File: config.mk
export PLATFORM = sky130hd
export DESIGN_NAME = rpr_fifo
export DESIGN_NICKNAME = d
export VERILOG_FILES = /design/src/rpr_fifo.sv
export SDC_FILE = /design/constraint.sdc
export NUM_CORES = 1
export LEC_CHECK = 0
export ABC_AREA = 0
export ABC_CLOCK_PERIOD_IN_PS = 9300
export BUFFER_PORTS_ARGS = -buffer_cell sky130_fd_sc_hd__buf_2
export CORE_ASPECT_RATIO = 2
export CORE_MARGIN = 2
export CORE_UTILIZATION = 54
export DETAILED_ROUTE_END_ITERATION = 10
export GPL_ROUTABILITY_DRIVEN = 0
export PLACE_DENSITY = 0.79
export SYNTH_ARGS = -nofsm -noshare
export SYNTH_HDL_FRONTEND = slang
export SYNTH_SLANG_ARGS = --single-unit
File: constraint.sdc
create_clock -name clk_i -period 9.3 [get_ports clk_i]
set_input_delay 0.93 -clock clk_i [delete_from_list [all_inputs] [get_ports clk_i]]
set_output_delay 0.93 -clock clk_i [all_outputs]
set_load 0.02 [all_outputs]
File: src/rpr_fifo.sv
// Short queue between the front end and the rotate pipeline.
module rpr_fifo #(
  parameter int WIDTH = 97,
  parameter int DEPTH = 4,
  parameter int CW    = $clog2(DEPTH + 1)
) (
  input  logic             clk_i,
  input  logic             rst_ni,
  input  logic             push_i,
  input  logic [WIDTH-1:0] push_data_i,
  input  logic             pop_i,
  output logic [WIDTH-1:0] pop_data_o,
  output logic             empty_o,
  output logic [CW-1:0]    count_o
);

  localparam int PW = (DEPTH > 1) ? $clog2(DEPTH) : 1;

  logic [WIDTH-1:0] buf_q [DEPTH];
  logic [PW-1:0]    wr_q, wr_d, rd_q, rd_d;
  logic [CW-1:0]    cnt_q, cnt_d;

  always_comb begin
    wr_d  = wr_q;
    rd_d  = rd_q;
    cnt_d = cnt_q;
    if (push_i) begin
      wr_d = (wr_q == PW'(DEPTH - 1)) ? '0 : wr_q + 1'b1;
    end
    if (pop_i) begin
      rd_d = (rd_q == PW'(DEPTH - 1)) ? '0 : rd_q + 1'b1;
    end
    if (push_i && !pop_i) begin
      cnt_d = cnt_q + 1'b1;
    end else if (pop_i && !push_i) begin
      cnt_d = cnt_q - 1'b1;
    end
  end

  always_ff @(posedge clk_i or negedge rst_ni) begin
    if (!rst_ni) begin
      wr_q  <= '0;
      rd_q  <= '0;
      cnt_q <= '0;
    end else begin
      wr_q  <= wr_d;
      rd_q  <= rd_d;
      cnt_q <= cnt_d;
    end
  end

  always_ff @(posedge clk_i) begin
    if (push_i) begin
      buf_q[wr_q] <= push_data_i;
    end
  end

  assign pop_data_o = buf_q[rd_q];
  assign empty_o    = (cnt_q == '0);
  assign count_o    = cnt_q;

endmodule

Word-level counts from Yosys, hierarchy flattened

Memory sizes are Yosys's and may differ from the RTL's.
Index checks and enable logic that the tools add are counted.

RAM bits: 388
Input bits: 101
Flip-flop bits (word level): 7
Logic and storage cells: 22
Memories kept: 1

Eq/ne operators: 2
Reductions and logical operators: 6
Mux-type cells: 6
$add $sub $neg: 4

Memories:

| name  | words | bits a word | rd ports | clocked after memory_dff | write ports | RTL line | text |
|---|---|---|---|---|---|---|---|
| buf_q | 4     | 97          | 1        | 0                        | 1           | 19       | `logic [WIDTH-1:0] buf_q [DEPTH];` |

Operators by type and width:

| kind                                             | count |
|---|---|
| 2-to-1 mux 3 bit                                 | 2 |
| adder 2 x 1 -> 2 bit, second input constant      | 2 |
| == test 2 bit, second input constant             | 2 |
| 2-to-1 mux 2 bit                                 | 2 |
| adder 3 x 1 -> 3 bit, second input constant      | 1 |
| logical NOT 3 bit                                | 1 |
| subtractor 3 x 1 -> 3 bit, second input constant | 1 |
| logical AND 1 bit                                | 2 |
| logical NOT 1 bit                                | 2 |
| 2-to-1 mux 1 bit                                 | 2 |
| nonzero test 2 bit                               | 1 |

Depth between registers and ports, before layout

Gate-level depths: netlist of the first run.

Depth after elaboration: 4
Gate-level depth with buffers: 7
Gate-level depth less buffers: 7

Least setup slack after synthesis of the first run

No wires, ideal clock.

Path type: input -> register
Start: in push_i
End: mem buf_q[2][0], enable pin
Buffers on the path: 0
Path slack: 5.662 ns
Arrival: 3.172 ns
Stages on the path: 1
Setup time: 0.466 ns
Path through: and2_1

Cells in the longest elaborated chain, start to end: 2

Ends and longest elaborated chain:

| element                                | RTL line | text |
|---|---|---|
| from (decl)                            | 9        | `input logic push_i,` |
| 2-to-1 mux 1 bit                       | 53       | `if (push_i) begin` |
| 2-to-1 mux 1 bit (not written as such) | 54       | `buf_q[wr_q] <= push_data_i;` |
| to (decl)                              | 19       |  |

Every way passes these cells.

Worst setup path after layout of the first run

Start: reg rd_q[0]
End: out pop_data_o[3]

Cells in the longest elaborated chain, start to end: 1

Ends and longest elaborated chain:

| element                | RTL line | text |
|---|---|---|
| from (decl)            | 20       | `logic [PW-1:0] wr_q, wr_d, rd_q, rd_d;` |
| from (signal assigned) | 47       | `rd_q <= rd_d;` |
| memory (4 x 97 bit)    | n/a      |  |
| to (decl)              | 12       | `output logic [WIDTH-1:0] pop_data_o,` |

Every way passes these cells.

==> impl_metrics.json, run 1 <==
{
  "initial_core_util_pct": 54.8,
  "grt_busiest_layer": "met2",
  "clock_latency_ns": 0.56,
  "finClkSkew_ns": 0.0193,
  "postCtsSetupBuffers": 0,
  "synth_area_um2": 14400,
  "yosys.area.top_type": "edfxtp_1",
  "rows": 84,
  "slew_violations": 0,
  "grtUsageMet1_pct": 22.1,
  "start_kind": "flip-flop",
  "slew_headroom_pct": 27.7,
  "wl_mm": 27.4,
  "drive_gt1_share_pct": 45.3,
  "grt_max_degree": 69,
  "crit_type": "flip-flop to output port",
  "clock-sinks": 395,
  "fmax_mhz": 231,
  "endpoint_kind": "output port",
  "fillers": 1766,
  "crit_fanout": 55,
  "dr.pass1.iters": 4,
  "swShare_pct": 31.4,
  "yosysMostFrequentCell": "edfxtp_1",
  "finalCritPeriodShare_pct": 46.6,
  "gr-total-overflow": 0,
  "cts_buffers": 31,
  "worst_pin_slew_ns": 1.08,
  "vias": 6460,
  "pre_cts_ws_ns": 5.38,
  "final_cells": 1135,
  "grt_usage_pct": 19.9,
  "worst_ep_arrival_time_ns": 3.41,
  "setup_viol": 0,
  "clk_path_buf_depth": 3,
  "yosys-top-cells-area": "edfxtp_1 (81%), mux4_2 (15%), dfrtp_1 (1.2%)",
  "ys_ff_latch": 395,
  "p_leak_nw": 5.66,
  "cts_resized": 0,
  "viasPerCell": 5.69,
  "antenna_found_initial": 12,
  "dp_hpwl_mm": 17.0,
  "finalSetupTns_ns": 0,
  "ys.flop_type": "edfxtp_1",
  "avgRoutedWirePerCell_um": 24.2,
  "p_seq_share_pct": 46.4,
  "synth_top_area_share_pct": 81.0,
  "met3_usage_pct": 3.88,
  "finalWorstPathRequiredPeriod_ns": 4.34,
  "hold_path_class": "input pin to async pin",
  "grt_pass1_vias": 7175,
  "avgSynthCellArea_um2": 26.5,
  "power.density_nw_per_um2": 317,
  "irDropWorstVdd_uv": 292,
  "internal_power_mw": 3.64,
  "io_buffers": 201,
  "clkTransAtPathRegs_ns": 0.07,
  "drc": 0,
  "die_x_um": 119,
  "drtAntennaViolNets": 0,
  "hold_viol_final": 0,
  "dp_cells": 1072,
  "syn_inst": 543,
  "boundaryPins": 202,
  "grt_pass1_wl_mm": 41.6,
  "async_flop_share_pct": 1.77,
  "drv_cap": 0,
  "core_um2": 26300,
  "hold_buffers": 0,
  "synth_seq_area_share_pct": 82.2,
  "layout.nets": 869,
  "first_iter_violations": 404,
  "fin_ws_ns": 4.96,
  "grt_setup_unrepaired": "no",
  "clockPowerShare_pct": 23.9,
  "syn_to_final_growth_pct": 16.2,
  "cts-root-buf": "clkbuf_16",
  "cts_tree": "done",
  "synth_cell_types": 20,
  "synth-edff-count": 388,
  "synth_common_cells": "edfxtp_1 (388), mux4_2 (97), buf_4 (7), dfrtp_1 (7)",
  "htreeDepth": 1,
  "finalPower_mw": 5.31,
  "die_h_um": 235,
  "die-area_um2": 28100,
  "synth_warnings": 0,
  "utilization_pct": 63.7,
  "syn_nets": 651,
  "outcome": "finished, final reports clean",
  "required_ns": 8.37,
  "p_comb_share_pct": 29.7,
  "switchingPower_mw": 1.67,
  "use_met2_pct": 35.8
}
## cell usage in the layout, fill, tap and decap left out, types with 4 or more instances in the layout
cell / n
edfxtp_1: 388
buf_2: 201
mux4_2: 97
clkbuf_16: 31
diode_2: 8
clkbuf_1: 7
ha_1: 6
clkinv_1: 6
buf_4: 6
dfrtp_1: 5
inv_1: 4
and2_4: 4
## final timing paths
path                                 start             to  slack, ns  cells after the start
worst min register to register  count_o[2]     count_o[2]       0.51                      1
worst max register to register     wr_q[0]   buf_q[2][92]       6.79                      4
worst min-delay path                rst_ni        wr_q[0]       0.19                      1
min in group clk_i              count_o[2]     count_o[2]       0.51                      1
worst max-delay path               rd_q[0]  pop_data_o[3]       4.96                      3
max in group asynchronous           rst_ni        rd_q[0]       8.93                      1
## through the flow
step / instance area, um2 / hold WS (ns)
after floorplan: 14400 / 0.557
after global placement: 15700 / 0.479
after detailed placement: 15700 / 0.499
after CTS: 16700 / 0.164
after global routing: 16700 / 0.179
final: 16700 / 0.189
## registers in the layout (all words and copies together), names as in the netlist
| name | flops |
|---|---|
| count_o | 3 |
| rd_q | 2 |
| wr_q | 2 |
| buf_q | 388 |
## layer usage
| metal | vias up | part of all wire [%] |
|---|---|---|
| li1 | 2778 | - |
| met3 | 63 | 5.2 |
| met5 | - | 0.22 |
| met2 | 200 | 56 |
| met1 | 3411 | 34 |
| met4 | 8 | 3.9 |
## cells by family (layout without fill, tap and decap cells)
family,count (synthesis),in the layout,synth area share (%)
AOI/OAI and AO/OA,2,2,0.0696
adders and majority gates,7,7,0.661
other,0,8,0
muxes,100,100,15.4
xor gates and xnor gates,3,3,0.183
and+or+nand+nor,10,10,0.339
buffers and inverters,26,266,1.16
DFF,395,395,82.2
## power groups by stage
stage	logic, mW	registers, mW	clock network (mW)
final	1.58	2.46	1.27
after floorplan	1.21	2.40	0
after detailed placement	1.60	2.51	0
after CTS	1.61	2.47	1.29
after global placement	1.58	2.48	0
after global routing	1.66	2.50	1.35
## cell type report
cell class / instances / area (um2) / area share [%]
clock buffer: 38 / 802 / 4.79
timing repair buffer: 207 / 1050 / 6.28
tap: 344 / 430 / 2.57
clock inverter: 17 / 168 / 1.00
multi-input combinational: 122 / 2410 / 14.4
sequential: 395 / 11800 / 70.7
antenna: 8 / 20.0 / 0.120
inverter: 4 / 15.0 / 0.0898
## worst max-delay path, stage by stage (launching register included)
cell and delay [ns]:
dfrtp_4 1.14, buf_4 0.84, mux4_2 0.66, buf_2 0.19
(Power assumes the default switching activity.)
==> run 2: changes to the inputs <==
Settings changed: ABC_AREA 0 to 1, ABC_CLOCK_PERIOD_IN_PS 9300 to 3900, CORE_UTILIZATION 54 to 52.
Clock period 9.3 ns to 3.9 ns, I/O delays scaled along.
==> run 2 against run 1 <==
Clock skew shrank 0.014 ns; highest routed layer unchanged; worst hold slack got worse by 0.099 ns; largest power group unchanged; cell area increased by 8.5%; sequential power rose by 130%; clock-buffer cell count grew 7.
==> impl_metrics.json, run 2 <==
{
  "grt_pass1_vias": 9239,
  "dp_cells": 1701,
  "finalWorstPathRequiredPeriod_ns": 2.87,
  "fmax_mhz": 348,
  "fillers": 2218,
  "finalPower_mw": 13.5,
  "clkTransAtPathRegs_ns": 0.07,
  "reg2reg_slack_ns": 1.80,
  "dp_hpwl_mm": 18.6,
  "holdPathEnd": "buf_q[1][46]",
  "syn_to_final_growth_pct": 14.8,
  "swShare_pct": 36.0,
  "slew_headroom_pct": 42.4,
  "wl_met3_mm": 1.45,
  "vias": 9330,
  "synth_cell_types": 18,
  "ys_ff_latch": 395,
  "cts_buffers": 34,
  "ys.flop_type": "edfxtp_1",
  "core_um2": 30100,
  "timing.rr.end": "buf_q[1][35]",
  "cts-root-buf": "clkbuf_16",
  "final_cell_area_um2": 18100,
  "boundaryPins": 202,
  "syn_nets": 1291,
  "clock-sinks": 395,
  "cts_tree": "done",
  "worst_ep_arrival_time_ns": 2.48,
  "yosysMostFrequentCell": "edfxtp_1",
  "p_comb_share_pct": 33.5,
  "io_buffers": 201,
  "crit_type": "flip-flop to output port",
  "wl_met2_mm": 17.5,
  "final_common_cell": "edfxtp_1",
  "synth_top_area_share_pct": 73.7,
  "pre_cts_ws_ns": 1.57,
  "syn_inst": 1183,
  "min_from": "push_data_i[46]",
  "endpoint_kind": "output port",
  "dpl_cell_area_um2": 17000,
  "drive_gt1_share_pct": 19.2,
  "async_flop_share_pct": 1.77,
  "rr_startpoint": "wr_q[1]",
  "p_leak_nw": 7.34,
  "utilization_pct": 60.3,
  "switchingPower_mw": 4.86,
  "avgRoutedWirePerCell_um": 17.5,
  "layout.nets": 1478,
  "die-area_um2": 31900,
  "grt_max_degree": 116,
  "avgSynthCellArea_um2": 13.4,
  "final_cell_mix": "edfxtp_1 (388), nand2_1 (306), inv_1 (201), buf_2 (201), o211ai_1 (194)",
  "irDropWorstVdd_uv": 628,
  "regMostFlops": "buf_q",
  "die_h_um": 251,
  "slew_violations": 0,
  "outcome": "finished, final reports clean",
  "required_ns": 3.51,
  "viasPerCell": 5.28,
  "grt_usage_pct": 19.4,
  "worst_pin_slew_ns": 0.864,
  "drc": 0,
  "rows": 90,
  "grt_pass1_wl_mm": 47.4,
  "finalCritPeriodShare_pct": 73.6,
  "fin_ws_ns": 1.03,
  "finClkSkew_ns": 0.00545,
  "postCtsSetupBuffers": 0,
  "grt_setup_unrepaired": "no",
  "antenna_found_initial": 8,
  "largest_reg_flops": 388,
  "reg2reg_depth": 5,
  "hold_slack_ns": 0.0904,
  "htreeDepth": 2,
  "synth_common_cells": "edfxtp_1 (388), nand2_1 (306), inv_1 (205)",
  "dr.pass1.iters": 5,
  "drv_cap": 0,
  "internal_power_mw": 8.64,
  "power.density_nw_per_um2": 744,
  "synth_seq_area_share_pct": 74.8,
  "final_cells": 1768,
  "yosys-top-cells-area": "edfxtp_1 (74%), o211ai_1 (9.2%), nand2_1 (7.3%)",
  "hold_path_class": "input pin to flip-flop",
  "clockPowerShare_pct": 24.5,
  "synth-edff-count": 388,
  "yosys.area.top_type": "edfxtp_1",
  "start_kind": "flip-flop",
  "synth_area_um2": 15800,
  "first_iter_violations": 596,
  "finalSetupTns_ns": 0,
  "hold_depth": 1,
  "die_x_um": 127,
  "drtAntennaViolNets": 0,
  "setup_viol": 0,
  "wl_met1_mm": 10.7,
  "gr-total-overflow": 0,
  "crit_fanout": 115,
  "clk_path_buf_depth": 3,
  "initial_core_util_pct": 52.6,
  "clock_latency_ns": 0.51,
  "wl_mm": 31.0,
  "hold_viol_final": 0,
  "routed.top_layer": "met5",
  "p_seq_share_pct": 42.0,
  "synth_warnings": 0
}
[run 2: cell types whose count changed in the layout (fill, tap and decap cells not counted), sizes merged, moves of 4 or more]
cell    before  now
nand2        2  306
inv          4  206
o211ai       0  194
mux4        97    0
buf        207  214
clkbuf      38   45
and2         4    0
[run 2: cell families after synthesis]
kind of cell / count (synthesis) / share of synthesized area [%]
flops: 395 / 74.8
compound gates: 198 / 9.34
xor+xnor: 1 / 0.0554
buf+inv: 271 / 7.77
fa+ha+maj: 7 / 0.602
simple gates: 311 / 7.42
[run 2: worst max-delay path, stage by stage, from the launching register on]
cell and delay (ns):
dfrtp_1 0.46, inv_8 0.47, buf_4 0.50, nand2_1 0.11, o211ai_1 0.12, nand2_1 0.10, buf_2 0.16
[run 2: area by class of cell]
| cell class | instances | area, um2 | share of cell area, % |
|---|---|---|---|
| antenna | 6 | 15.0 | 0.0828 |
| clock buffer | 45 | 966 | 5.32 |
| clock inverter | 15 | 135 | 0.745 |
| inverter | 207 | 796 | 4.39 |
| multi-input combinational | 517 | 2750 | 15.2 |
| sequential | 395 | 11800 | 65.2 |
| tap | 368 | 460 | 2.54 |
| timing repair buffer | 215 | 1190 | 6.55 |
[run 2: how the worst max path moves through the flow]
stage,from,to,cells past startpoint
6_report,rd_q[0],pop_data_o[61],6
5_1_grt,rd_q[0],pop_data_o[36],6
4_1_cts,rd_q[0],pop_data_o[30],6
2_1_floorplan,wr_q[0],buf_q[2][0],4
3_5_place_dp,rd_q[0],pop_data_o[36],6
3_3_place_gp,rd_q[1],pop_data_o[52],5
[run 2: per-layer routing]
layer	vias to the layer above	GRT usage [%]
li1	4510	-
met1	4505	19.0
met2	234	37.9
met3	77	3.46
met4	4	9.48
met5	-	0
[run 2: power groups by stage]
stage,clock network (mW),logic (mW),registers [mW]
final,3.31,4.52,5.66
after global routing,3.55,4.95,5.72
after CTS,3.39,4.60,5.67
after detailed placement,0,4.58,5.76
after global placement,0,4.49,5.73
after floorplan,0,3.23,5.73
[run 2: timing repair]
action / in CTS / in global routing
hold endpoints to repair: 7 / 0
resized for setup: 0 / 0
hold buffers: 1 / 0
endpoints found under the setup margin: 0 / 0
